[src/design/lfe_pkg.sv]
// Shared types and constants of the LED fade envelope core.
`timescale 1ns / 1ps
`default_nettype none
package lfe_pkg;

	localparam int TIME_W = 32;   // elapsed and latency time in microseconds
	localparam int PER_W  = 26;   // repeat period in microseconds
	localparam int DUR_W  = 22;   // one envelope segment in microseconds
	localparam int NUM_W  = 30;   // 255 times a segment offset
	localparam int LVL_W  = 8;
	localparam int CH_W   = 8;

	localparam int UNIT_US    = 10000;
	localparam int MS_US      = 1000;
	localparam int FULL_LEVEL = 255;

	// floor(x / 255) for x below 65536 is (x * RECIP_255) >> RECIP_SHIFT
	localparam int RECIP_255   = 32897;
	localparam int RECIP_SHIFT = 23;

	// Remainder unit: quotient of elapsed time by the period fits 24 bits
	localparam int MOD_STEPS     = 24;
	localparam int MOD_PER_STAGE = 2;
	localparam int MOD_STAGES    = MOD_STEPS / MOD_PER_STAGE;

	// Level divider: 8 quotient bits, two per stage
	localparam int DIV_STEPS     = 8;
	localparam int DIV_PER_STAGE = 2;
	localparam int DIV_STAGES    = DIV_STEPS / DIV_PER_STAGE;

	typedef enum logic [1:0] {
		PH_FADE_IN  = 2'd0,
		PH_FULL     = 2'd1,
		PH_FADE_OUT = 2'd2,
		PH_DARK     = 2'd3
	} phase_t;

	typedef enum logic [2:0] {
		REG_MODE     = 3'd0,
		REG_REPEAT   = 3'd1,
		REG_PERIOD   = 3'd2,
		REG_LATENCY  = 3'd3,
		REG_FADEIN   = 3'd4,
		REG_ON       = 3'd5,
		REG_FADEOUT  = 3'd6,
		REG_COLOR    = 3'd7
	} cfg_idx_t;

endpackage
`default_nettype wire

[src/design/lfe_mod_pipe.sv]
// Pipelined restoring remainder of elapsed time by the repeat period.
`timescale 1ns / 1ps
`default_nettype none
module lfe_mod_pipe (
	input  wire logic                      clk,
	input  wire logic                      arst_n,
	input  wire logic                      en,
	input  wire logic                      in_vld,
	input  wire logic [lfe_pkg::TIME_W-1:0] in_d,
	input  wire logic                      in_dark,
	input  wire logic                      wrap,
	input  wire logic [lfe_pkg::PER_W-1:0]  p_us,
	output logic                           out_vld,
	output logic [lfe_pkg::TIME_W-1:0]      out_d,
	output logic                           out_dark
);
	import lfe_pkg::*;

	localparam int SH_W = PER_W + MOD_STEPS + 6;

	logic [TIME_W-1:0] rem_s  [MOD_STAGES+1];
	logic              vld_s  [MOD_STAGES+1];
	logic              dark_s [MOD_STAGES+1];

	assign rem_s[0]  = in_d;
	assign vld_s[0]  = in_vld;
	assign dark_s[0] = in_dark;

	genvar g;
	generate
		for (g = 0; g < MOD_STAGES; g++) begin : g_stage
			logic [TIME_W-1:0] nxt;

			// two compare-subtract steps when wrap is set, highest quotient bit first
			always_comb begin
				logic [SH_W-1:0] sh;
				nxt = rem_s[g];
				for (int k = 0; k < MOD_PER_STAGE; k++) begin
					sh = {{(SH_W-PER_W){1'b0}}, p_us} << (MOD_STEPS - 1 - (g * MOD_PER_STAGE + k));
					if (wrap && ({{(SH_W-TIME_W){1'b0}}, nxt} >= sh))
						nxt = nxt - sh[TIME_W-1:0];
				end
			end

			always_ff @(posedge clk or negedge arst_n) begin
				if (!arst_n) begin
					vld_s[g+1] <= 1'b0;
				end else if (en) begin
					vld_s[g+1] <= vld_s[g];
				end
			end

			always_ff @(posedge clk) begin
				if (en) begin
					rem_s[g+1]  <= nxt;
					dark_s[g+1] <= dark_s[g];
				end
			end
		end
	endgenerate

	assign out_vld  = vld_s[MOD_STAGES];
	assign out_d    = rem_s[MOD_STAGES];
	assign out_dark = dark_s[MOD_STAGES];

endmodule
`default_nettype wire

[src/design/lfe_div_pipe.sv]
// Pipelined restoring divider that yields the 8-bit brightness level.
`timescale 1ns / 1ps
`default_nettype none
module lfe_div_pipe (
	input  wire logic                      clk,
	input  wire logic                      arst_n,
	input  wire logic                      en,
	input  wire logic                      in_vld,
	input  wire logic [lfe_pkg::NUM_W-1:0]  in_num,
	input  wire logic [lfe_pkg::DUR_W-1:0]  in_dvs,
	input  wire logic                      in_full,
	input  wire lfe_pkg::phase_t           in_ph,
	output logic                           out_vld,
	output logic [lfe_pkg::LVL_W-1:0]       out_level,
	output lfe_pkg::phase_t                out_ph
);
	import lfe_pkg::*;

	logic [NUM_W-1:0] rem_s  [DIV_STAGES+1];
	logic [LVL_W-1:0] q_s    [DIV_STAGES+1];
	logic [DUR_W-1:0] dvs_s  [DIV_STAGES+1];
	logic             full_s [DIV_STAGES+1];
	phase_t           ph_s   [DIV_STAGES+1];
	logic             vld_s  [DIV_STAGES+1];

	assign rem_s[0]  = in_num;
	assign q_s[0]    = '0;
	assign dvs_s[0]  = in_dvs;
	assign full_s[0] = in_full;
	assign ph_s[0]   = in_ph;
	assign vld_s[0]  = in_vld;

	genvar g;
	generate
		for (g = 0; g < DIV_STAGES; g++) begin : g_stage
			logic [NUM_W-1:0] rnxt;
			logic [LVL_W-1:0] qnxt;

			always_comb begin
				logic [NUM_W-1:0] sh;
				rnxt = rem_s[g];
				qnxt = q_s[g];
				for (int k = 0; k < DIV_PER_STAGE; k++) begin
					sh = {{(NUM_W-DUR_W){1'b0}}, dvs_s[g]} << (DIV_STEPS - 1 - (g * DIV_PER_STAGE + k));
					if (rnxt >= sh) begin
						rnxt = rnxt - sh;
						qnxt[DIV_STEPS - 1 - (g * DIV_PER_STAGE + k)] = 1'b1;
					end
				end
			end

			always_ff @(posedge clk or negedge arst_n) begin
				if (!arst_n) begin
					vld_s[g+1] <= 1'b0;
				end else if (en) begin
					vld_s[g+1] <= vld_s[g];
				end
			end

			always_ff @(posedge clk) begin
				if (en) begin
					rem_s[g+1]  <= rnxt;
					q_s[g+1]    <= qnxt;
					dvs_s[g+1]  <= dvs_s[g];
					full_s[g+1] <= full_s[g];
					ph_s[g+1]   <= ph_s[g];
				end
			end
		end
	endgenerate

	assign out_vld   = vld_s[DIV_STAGES];
	assign out_level = full_s[DIV_STAGES] ? LVL_W'(FULL_LEVEL) : q_s[DIV_STAGES];
	assign out_ph    = ph_s[DIV_STAGES];

endmodule
`default_nettype wire

[src/design/lfe_scale.sv]
// Two-stage color scaling by level/255; the second stage is the output register.
`timescale 1ns / 1ps
`default_nettype none
module lfe_scale (
	input  wire logic                        clk,
	input  wire logic                        arst_n,
	input  wire logic                        en,
	input  wire logic                        in_vld,
	input  wire logic [lfe_pkg::LVL_W-1:0]    in_level,
	input  wire lfe_pkg::phase_t             in_ph,
	input  wire logic [3*lfe_pkg::CH_W-1:0]   color,
	output logic                             out_vld,
	output logic [lfe_pkg::CH_W-1:0]          out_red,
	output logic [lfe_pkg::CH_W-1:0]          out_green,
	output logic [lfe_pkg::CH_W-1:0]          out_blue,
	output lfe_pkg::phase_t                  out_ph
);
	import lfe_pkg::*;

	localparam int PW = LVL_W + CH_W;
	localparam int MW = 2 * PW;

	logic [PW-1:0] prod_s1 [3];
	phase_t        ph_s1;
	logic          vld_s1;
	logic [CH_W-1:0] quo [3];

	// products level * channel
	always_ff @(posedge clk or negedge arst_n) begin
		if (!arst_n) begin
			vld_s1 <= 1'b0;
		end else if (en) begin
			vld_s1 <= in_vld;
		end
	end

	always_ff @(posedge clk) begin
		if (en) begin
			for (int c = 0; c < 3; c++)
				prod_s1[c] <= PW'(in_level) * PW'(color[(2-c)*CH_W +: CH_W]);
			ph_s1 <= in_ph;
		end
	end

	// divide by 255 through a reciprocal multiply; a dark phase gives zero
	always_comb begin
		logic [MW-1:0] m;
		for (int c = 0; c < 3; c++) begin
			m = MW'(prod_s1[c]) * MW'(RECIP_255);
			quo[c] = (ph_s1 == PH_DARK) ? '0 : m[RECIP_SHIFT +: CH_W];
		end
	end

	always_ff @(posedge clk or negedge arst_n) begin
		if (!arst_n) begin
			out_vld <= 1'b0;
		end else if (en) begin
			out_vld <= vld_s1;
		end
	end

	always_ff @(posedge clk) begin
		if (en) begin
			out_red   <= quo[0];
			out_green <= quo[1];
			out_blue  <= quo[2];
			out_ph    <= ph_s1;
		end
	end

endmodule
`default_nettype wire

[src/design/led_fade_envelope_core.sv]
// Pipeline stages from an accepted item to its result: 1 subtract, 12 remainder,
// 1 envelope classify, 4 level divide, 2 color scale.
// Throughput: one item per cycle; the whole pipeline advances when the output
// register is empty or taken, so a held result stalls every stage.
// Reset: arst_n clears all valid bits and every configuration register to zero.
// Scaled durations are formed at register write time.
`timescale 1ns / 1ps
`default_nettype none
module led_fade_envelope_core (
	input  wire logic        clk,
	input  wire logic        arst_n,
	input  wire logic        s_tvalid,
	output logic             s_tready,
	input  wire logic [31:0] s_tdata,   // [31:0] elapsed_us
	output logic             m_tvalid,
	input  wire logic        m_tready,
	output logic [31:0]      m_tdata,   // [7:0] red_out, [15:8] green_out,
	                                    // [23:16] blue_out, [25:24] phase, rest zero
	input  wire logic        cfg_we,
	input  wire logic [2:0]  cfg_index,
	input  wire logic [31:0] cfg_data
);
	import lfe_pkg::*;

	logic               en;
	logic               mode_q, rep_q;
	logic [PER_W-1:0]   p_us_q;
	logic [TIME_W-1:0]  lat_q;
	logic [DUR_W-1:0]   fi_q, on_q, fo_q;
	logic [3*CH_W-1:0]  color_q;
	logic               wrap;

	// configuration registers, durations kept in microseconds
	always_ff @(posedge clk or negedge arst_n) begin
		if (!arst_n) begin
			mode_q  <= 1'b0;
			rep_q   <= 1'b0;
			p_us_q  <= '0;
			lat_q   <= '0;
			fi_q    <= '0;
			on_q    <= '0;
			fo_q    <= '0;
			color_q <= '0;
		end else if (cfg_we) begin
			case (cfg_idx_t'(cfg_index))
				REG_MODE:    mode_q  <= cfg_data[0];
				REG_REPEAT:  rep_q   <= cfg_data[0];
				REG_PERIOD:  p_us_q  <= PER_W'(cfg_data[15:0]) * PER_W'(MS_US);
				REG_LATENCY: lat_q   <= cfg_data;
				REG_FADEIN:  fi_q    <= DUR_W'(cfg_data[7:0]) * DUR_W'(UNIT_US);
				REG_ON:      on_q    <= DUR_W'(cfg_data[7:0]) * DUR_W'(UNIT_US);
				REG_FADEOUT: fo_q    <= DUR_W'(cfg_data[7:0]) * DUR_W'(UNIT_US);
				REG_COLOR:   color_q <= cfg_data[3*CH_W-1:0];
				default:     ;
			endcase
		end
	end

	assign wrap     = rep_q && (p_us_q != '0);
	assign en       = !m_tvalid || m_tready;
	assign s_tready = en;

	// stage 1: subtract latency
	logic              vld_s1, dark_s1;
	logic [TIME_W-1:0] d_s1;
	logic [TIME_W:0]   diff;

	assign diff = {1'b0, s_tdata} - {1'b0, lat_q};

	always_ff @(posedge clk or negedge arst_n) begin
		if (!arst_n) begin
			vld_s1 <= 1'b0;
		end else if (en) begin
			vld_s1 <= s_tvalid;
		end
	end

	always_ff @(posedge clk) begin
		if (en) begin
			d_s1    <= diff[TIME_W-1:0];
			dark_s1 <= diff[TIME_W];
		end
	end

	// stages 2..13: wrap into the repeat period
	logic              mod_vld, mod_dark;
	logic [TIME_W-1:0] mod_d;

	lfe_mod_pipe u_mod (
		.clk      (clk),
		.arst_n   (arst_n),
		.en       (en),
		.in_vld   (vld_s1),
		.in_d     (d_s1),
		.in_dark  (dark_s1),
		.wrap     (wrap),
		.p_us     (p_us_q),
		.out_vld  (mod_vld),
		.out_d    (mod_d),
		.out_dark (mod_dark)
	);

	// stage 14: envelope segment and divider operands
	logic [DUR_W:0]   fion;
	logic [DUR_W+1:0] fionfo;
	logic [DUR_W-1:0] x_c, dvs_c;
	logic             full_c;
	phase_t           ph_c;

	assign fion   = {1'b0, fi_q} + {1'b0, on_q};
	assign fionfo = {1'b0, fion} + {2'b0, fo_q};

	always_comb begin
		logic [DUR_W+1:0] rest;
		rest   = '0;
		x_c    = '0;
		dvs_c  = fi_q;
		full_c = 1'b0;
		ph_c   = PH_DARK;
		if (mod_dark) begin
			ph_c = PH_DARK;
		end else if ((fi_q != '0) && (mod_d < TIME_W'(fi_q))) begin
			ph_c = PH_FADE_IN;
			x_c  = mod_d[DUR_W-1:0];
		end else if (mode_q || (mod_d < TIME_W'(fion))) begin
			ph_c   = PH_FULL;
			full_c = 1'b1;
		end else if ((fo_q != '0) && (mod_d < TIME_W'(fionfo))) begin
			ph_c  = PH_FADE_OUT;
			rest  = fionfo - mod_d[DUR_W+1:0];
			x_c   = rest[DUR_W-1:0];
			dvs_c = fo_q;
		end
	end

	logic             vld_s14, full_s14;
	logic [NUM_W-1:0] num_s14;
	logic [DUR_W-1:0] dvs_s14;
	phase_t           ph_s14;

	always_ff @(posedge clk or negedge arst_n) begin
		if (!arst_n) begin
			vld_s14 <= 1'b0;
		end else if (en) begin
			vld_s14 <= mod_vld;
		end
	end

	always_ff @(posedge clk) begin
		if (en) begin
			num_s14  <= (NUM_W'(x_c) << LVL_W) - NUM_W'(x_c);
			dvs_s14  <= dvs_c;
			full_s14 <= full_c;
			ph_s14   <= ph_c;
		end
	end

	// stages 15..18: brightness level
	logic             div_vld;
	logic [LVL_W-1:0] div_level;
	phase_t           div_ph;

	lfe_div_pipe u_div (
		.clk       (clk),
		.arst_n    (arst_n),
		.en        (en),
		.in_vld    (vld_s14),
		.in_num    (num_s14),
		.in_dvs    (dvs_s14),
		.in_full   (full_s14),
		.in_ph     (ph_s14),
		.out_vld   (div_vld),
		.out_level (div_level),
		.out_ph    (div_ph)
	);

	// stages 19..20: color scaling and output register
	logic [CH_W-1:0] red_out, green_out, blue_out;
	phase_t          phase;

	lfe_scale u_scale (
		.clk       (clk),
		.arst_n    (arst_n),
		.en        (en),
		.in_vld    (div_vld),
		.in_level  (div_level),
		.in_ph     (div_ph),
		.color     (color_q),
		.out_vld   (m_tvalid),
		.out_red   (red_out),
		.out_green (green_out),
		.out_blue  (blue_out),
		.out_ph    (phase)
	);

	assign m_tdata = {6'd0, phase, blue_out, green_out, red_out};

	// a dark result carries no color
	a_dark_black: assert property (@(posedge clk) disable iff (!arst_n)
		(m_tvalid && (phase == PH_DARK)) |-> (m_tdata[23:0] == 24'd0))
		else $error("dark result with nonzero color");

	// an accepted item occupies the first stage on the next edge
	a_enter: assert property (@(posedge clk) disable iff (!arst_n)
		(s_tvalid && s_tready) |=> vld_s1)
		else $error("accepted item lost at pipeline entry");

	// stalled pipeline keeps the occupancy of the first stage and of stage 14
	a_stall_hold: assert property (@(posedge clk) disable iff (!arst_n)
		!en |=> $stable(vld_s1) && $stable(vld_s14))
		else $error("pipeline moved while stalled");

endmodule
`default_nettype wire
[config.mk]
export PLATFORM = sky130hd
export DESIGN_NAME = led_fade_envelope_core
export DESIGN_NICKNAME = d
export VERILOG_FILES = /design/src/design/lfe_pkg.sv /design/src/design/lfe_mod_pipe.sv /design/src/design/lfe_div_pipe.sv /design/src/design/lfe_scale.sv /design/src/design/led_fade_envelope_core.sv
export SDC_FILE = /design/constraint.sdc
export NUM_CORES = 2
export LEC_CHECK = 0
export ABC_CLOCK_PERIOD_IN_PS = 31000
export BUFFER_PORTS_ARGS = -buffer_cell sky130_fd_sc_hd__buf_4
export CAP_MARGIN = 20
export CELL_PAD_IN_SITES_DETAIL_PLACEMENT = 0
export CELL_PAD_IN_SITES_GLOBAL_PLACEMENT = 1
export CORE_ASPECT_RATIO = 1.5
export CORE_UTILIZATION = 45
export CTS_CLUSTER_SIZE = 24
export DETAILED_ROUTE_END_ITERATION = 10
export GPL_TIMING_DRIVEN = 0
export HOLD_SLACK_MARGIN = 0.03
export PLACE_DENSITY = 0.72
export RECOVER_POWER = 50
export SLEW_MARGIN = 20
export SYNTH_ARGS = -nofsm -noshare
export SYNTH_HDL_FRONTEND = slang
export SYNTH_SLANG_ARGS = --single-unit
[constraint.sdc]
create_clock -name clk -period 31 [get_ports clk]
set_clock_uncertainty 0.05 [all_clocks]
set_input_delay 3.1 -clock clk [delete_from_list [all_inputs] [get_ports clk]]
set_output_delay 3.1 -clock clk [all_outputs]
set_load 0.01 [all_outputs]
==> results.yml <==
outcome:
  outcome: "finished with violations"
  violations: "max-capacitance violations, max-slew violations"
route:
  drt_iter0_drc: 3038
  drtAntennaViolNets: 0
  wl_per_cell_um: 22.03
  avgViaCountPerCell: 5.704
  wirelength_um: 230200
  drc: 0
  first_pass_iters: 6
  via_count: 59600
sta:
  final.setup.tns_ns: 0
  max-slew-margin-rel: -2.436
  hold_violations: 0
  fin_crit_ns: 10.72
  max_slew.worst_pin.slew_ns: 5.154
  period_share: 0.3459
  final_max_slew_viol_count: 519
  fmax_ghz: 0.09327
  finalSetupViolCount: 0
  setup_slack_ns: 20.28
  rsz0062_at_grt: "false"
global_routing:
  grt_first_pass_wirelength_um: 349400
  grt_max_degree: 99
  antenna_found_initial: 19
  track_usage: 0.2616
  grt_pass1_vias: 60820
  grtUsageMet3: 0.02903
  overflow: 0
  use_met1: 0.2723
  busiest_layer: "met2"
  grtUsageMet2: 0.5017
final_layout:
  synthToLayoutAreaGrowth_pct: 9.747
  design_area_um2: 85310
  final_layout_size_suffix_gt1_frac: 0.08978
  fillers: 15930
  nNetsFinal: 9469
synthesis:
  synth.distinct_cells: 93
  synth_cells: 7872
  yosysTopAreaCell: "edfxtp_1"
  yosys.area.top_type_share: 0.2828
  synth-seq-area-share: 0.3327
  ys.flop_type: "edfxtp_1"
  synth_common_cells: "ha_1, edfxtp_1, inv_1"
  synth-edff-count: 732
  yosys-top-cells-area: "edfxtp_1, ha_1, fa_1, mux2_2, dfrtp_1"
  ys_seq_elements: 887
  synth_area_per_cell_um2: 9.874
  yosysWarnings: 0
  netlist_area_um2: 77730
  synth.most_common_cell: "ha_1"
  synthArstFlopShare: 0.1747
worst_setup_path:
  crit_cells: 9
  critical-path-top-delay-family: "buffers and inverters"
  crit_fanout: 57
  worst_ep_required_time_ns: 31.35
  cp-end-kind: "register"
  reg2regPathDepth: 41
  timing.critical_path.mode_cell: "clkbuf_1"
  arrival_ns: 11.07
  cp_cell_sequence: "clkbuf_4 -> nand2b_1 -> clkbuf_1 -> clkbuf_1 -> clkbuf_1 -> clkbuf_1 -> buf_16 -> buf_16 -> buf_16"
  slowest_delay_ns: 2.22
  critPathLaunchType: "primary input"
  cp_slowest_cell: "clkbuf_1"
  critPathKind: "primary input to register"
  path_buf_inv: 8
die:
  fp.dieW_um: 341.3
  die-area_um2: 174400
  core-area_um2: 171300
  start_util: 0.4538
  pin_count: 106
  die_height_um: 511.0
  rows: 186
placement:
  place_ws_ns: 20.43
  port_buffers: 99
  gp_congestion: 0.9326
  dp.final_hpwl_um: 187700
  place_area_um2: 82150
clock_network:
  cts.sinks: 887
  cts_max_level: 3
  clk_latency_ns: 0.74
  ctsHoldBuffers: 0
  cts_tree: "built"
  ctsLongestPathBuffers: 3
  clkTransAtPathRegs_ns: 0.08
  cts_setup_buffers: 0
  cts_resized: 0
  cts-root-buf: "clkbuf_16"
  cts-buffers-inserted: 95
min_path:
  hold_depth: 0
  hold_class: "register to register"
job:
  drv_cap: 9
cell type report:
class                      instances  area (um^2)  share of cell area
clock inverter                    69        820.8            0.009622
tap                             2256         2823             0.03309
sequential                       887        25860              0.3032
clock buffer                     109         2524             0.02958
buffer                           155        636.9            0.007466
timing repair buffer             132         1339             0.01569
inverter                         663         2491             0.02920
antenna                            6        15.01           0.0001760
multi-input combinational       6172        48790              0.5720
kinds of logic after synthesis:
group / Yosys count / synth area share
other: 1 / 0.00004824
xor gates and xnor gates: 599 / 0.06749
buffers and inverters: 818 / 0.04021
DFF: 887 / 0.3327
muxes: 394 / 0.05661
adders and majority gates: 1294 / 0.2281
AOI/OAI and AO/OA: 1861 / 0.1485
and+or+nand+nor: 2018 / 0.1263
path summary, 6_finish.rpt:
kind                                    start  slack [ns]                to
worst max register to register        fi_q[4]       20.41       num_s14[29]
worst max-delay path                 m_tready       20.28  u_mod.rem_s[364]
worst min-delay path            u_div.ph_s[7]        0.36     u_div.ph_s[5]
min in group asynchronous              arst_n        3.64     u_mod.out_vld
worst min register to register  u_div.ph_s[7]        0.36     u_div.ph_s[5]
max in group asynchronous              arst_n       20.37         p_us_q[4]
per-stage QoR:
step / std cells / hold WS [ns] / util
floorplan: 7877 / 0.3503 / -
global placement: 10230 / 0.3536 / 0.4747
detailed placement: 10270 / 0.3545 / 0.4796
CTS: 10440 / 0.3642 / 0.4991
global route: 10440 / 0.3656 / 0.4980
finish: 10450 / 0.3595 / 0.4980
state kept, by name, indices dropped and copies added (netlist names), 23 cells and up:
| register | cells |
|---|---|
| num_s14 | 30 |
| u_mod.out_d | 32 |
| color_q | 24 |
| lat_q | 32 |
| u_div.dvs_s | 54 |
| u_div.rem_s | 90 |
| d_s1 | 32 |
| p_us_q | 23 |
| u_mod.rem_s | 352 |
| u_scale.prod_s1 | 48 |
metal layers:
| metal | part of all wire | up-vias | routed length (um) |
|---|---|---|---|
| li1 | - | 28980 | - |
| met1 | 0.37 | 28910 | 84360 |
| met2 | 0.54 | 1192 | 123600 |
| met3 | 0.036 | 495 | 8235 |
| met4 | 0.061 | 14 | 13950 |
| met5 | 0.00033 | - | 77 |
cells in the final DEF, fill, tap and decap left out, types with 78 or more instances in the layout:
master	count
fa_1	206
xnor2_1	382
o21bai_1	78
nand2_1	583
ha_1	1085
xor2_1	217
nor4_1	85
nor2b_1	127
clkbuf_16	98
nor3_1	131
clkbuf_1	146
a21oi_1	554
o21ai_0	478
o21a_1	78
buf_4	99
inv_1	647
dfrtp_1	153
a21o_1	274
nand3_1	113
nand4_1	98
and2_1	113
mux2_2	357
nand2b_1	104
edfxtp_1	732
nor2_1	475
Power is not shown: default switching activity piles up to over one toggle a cycle in this logic, so the estimate is an artifact.
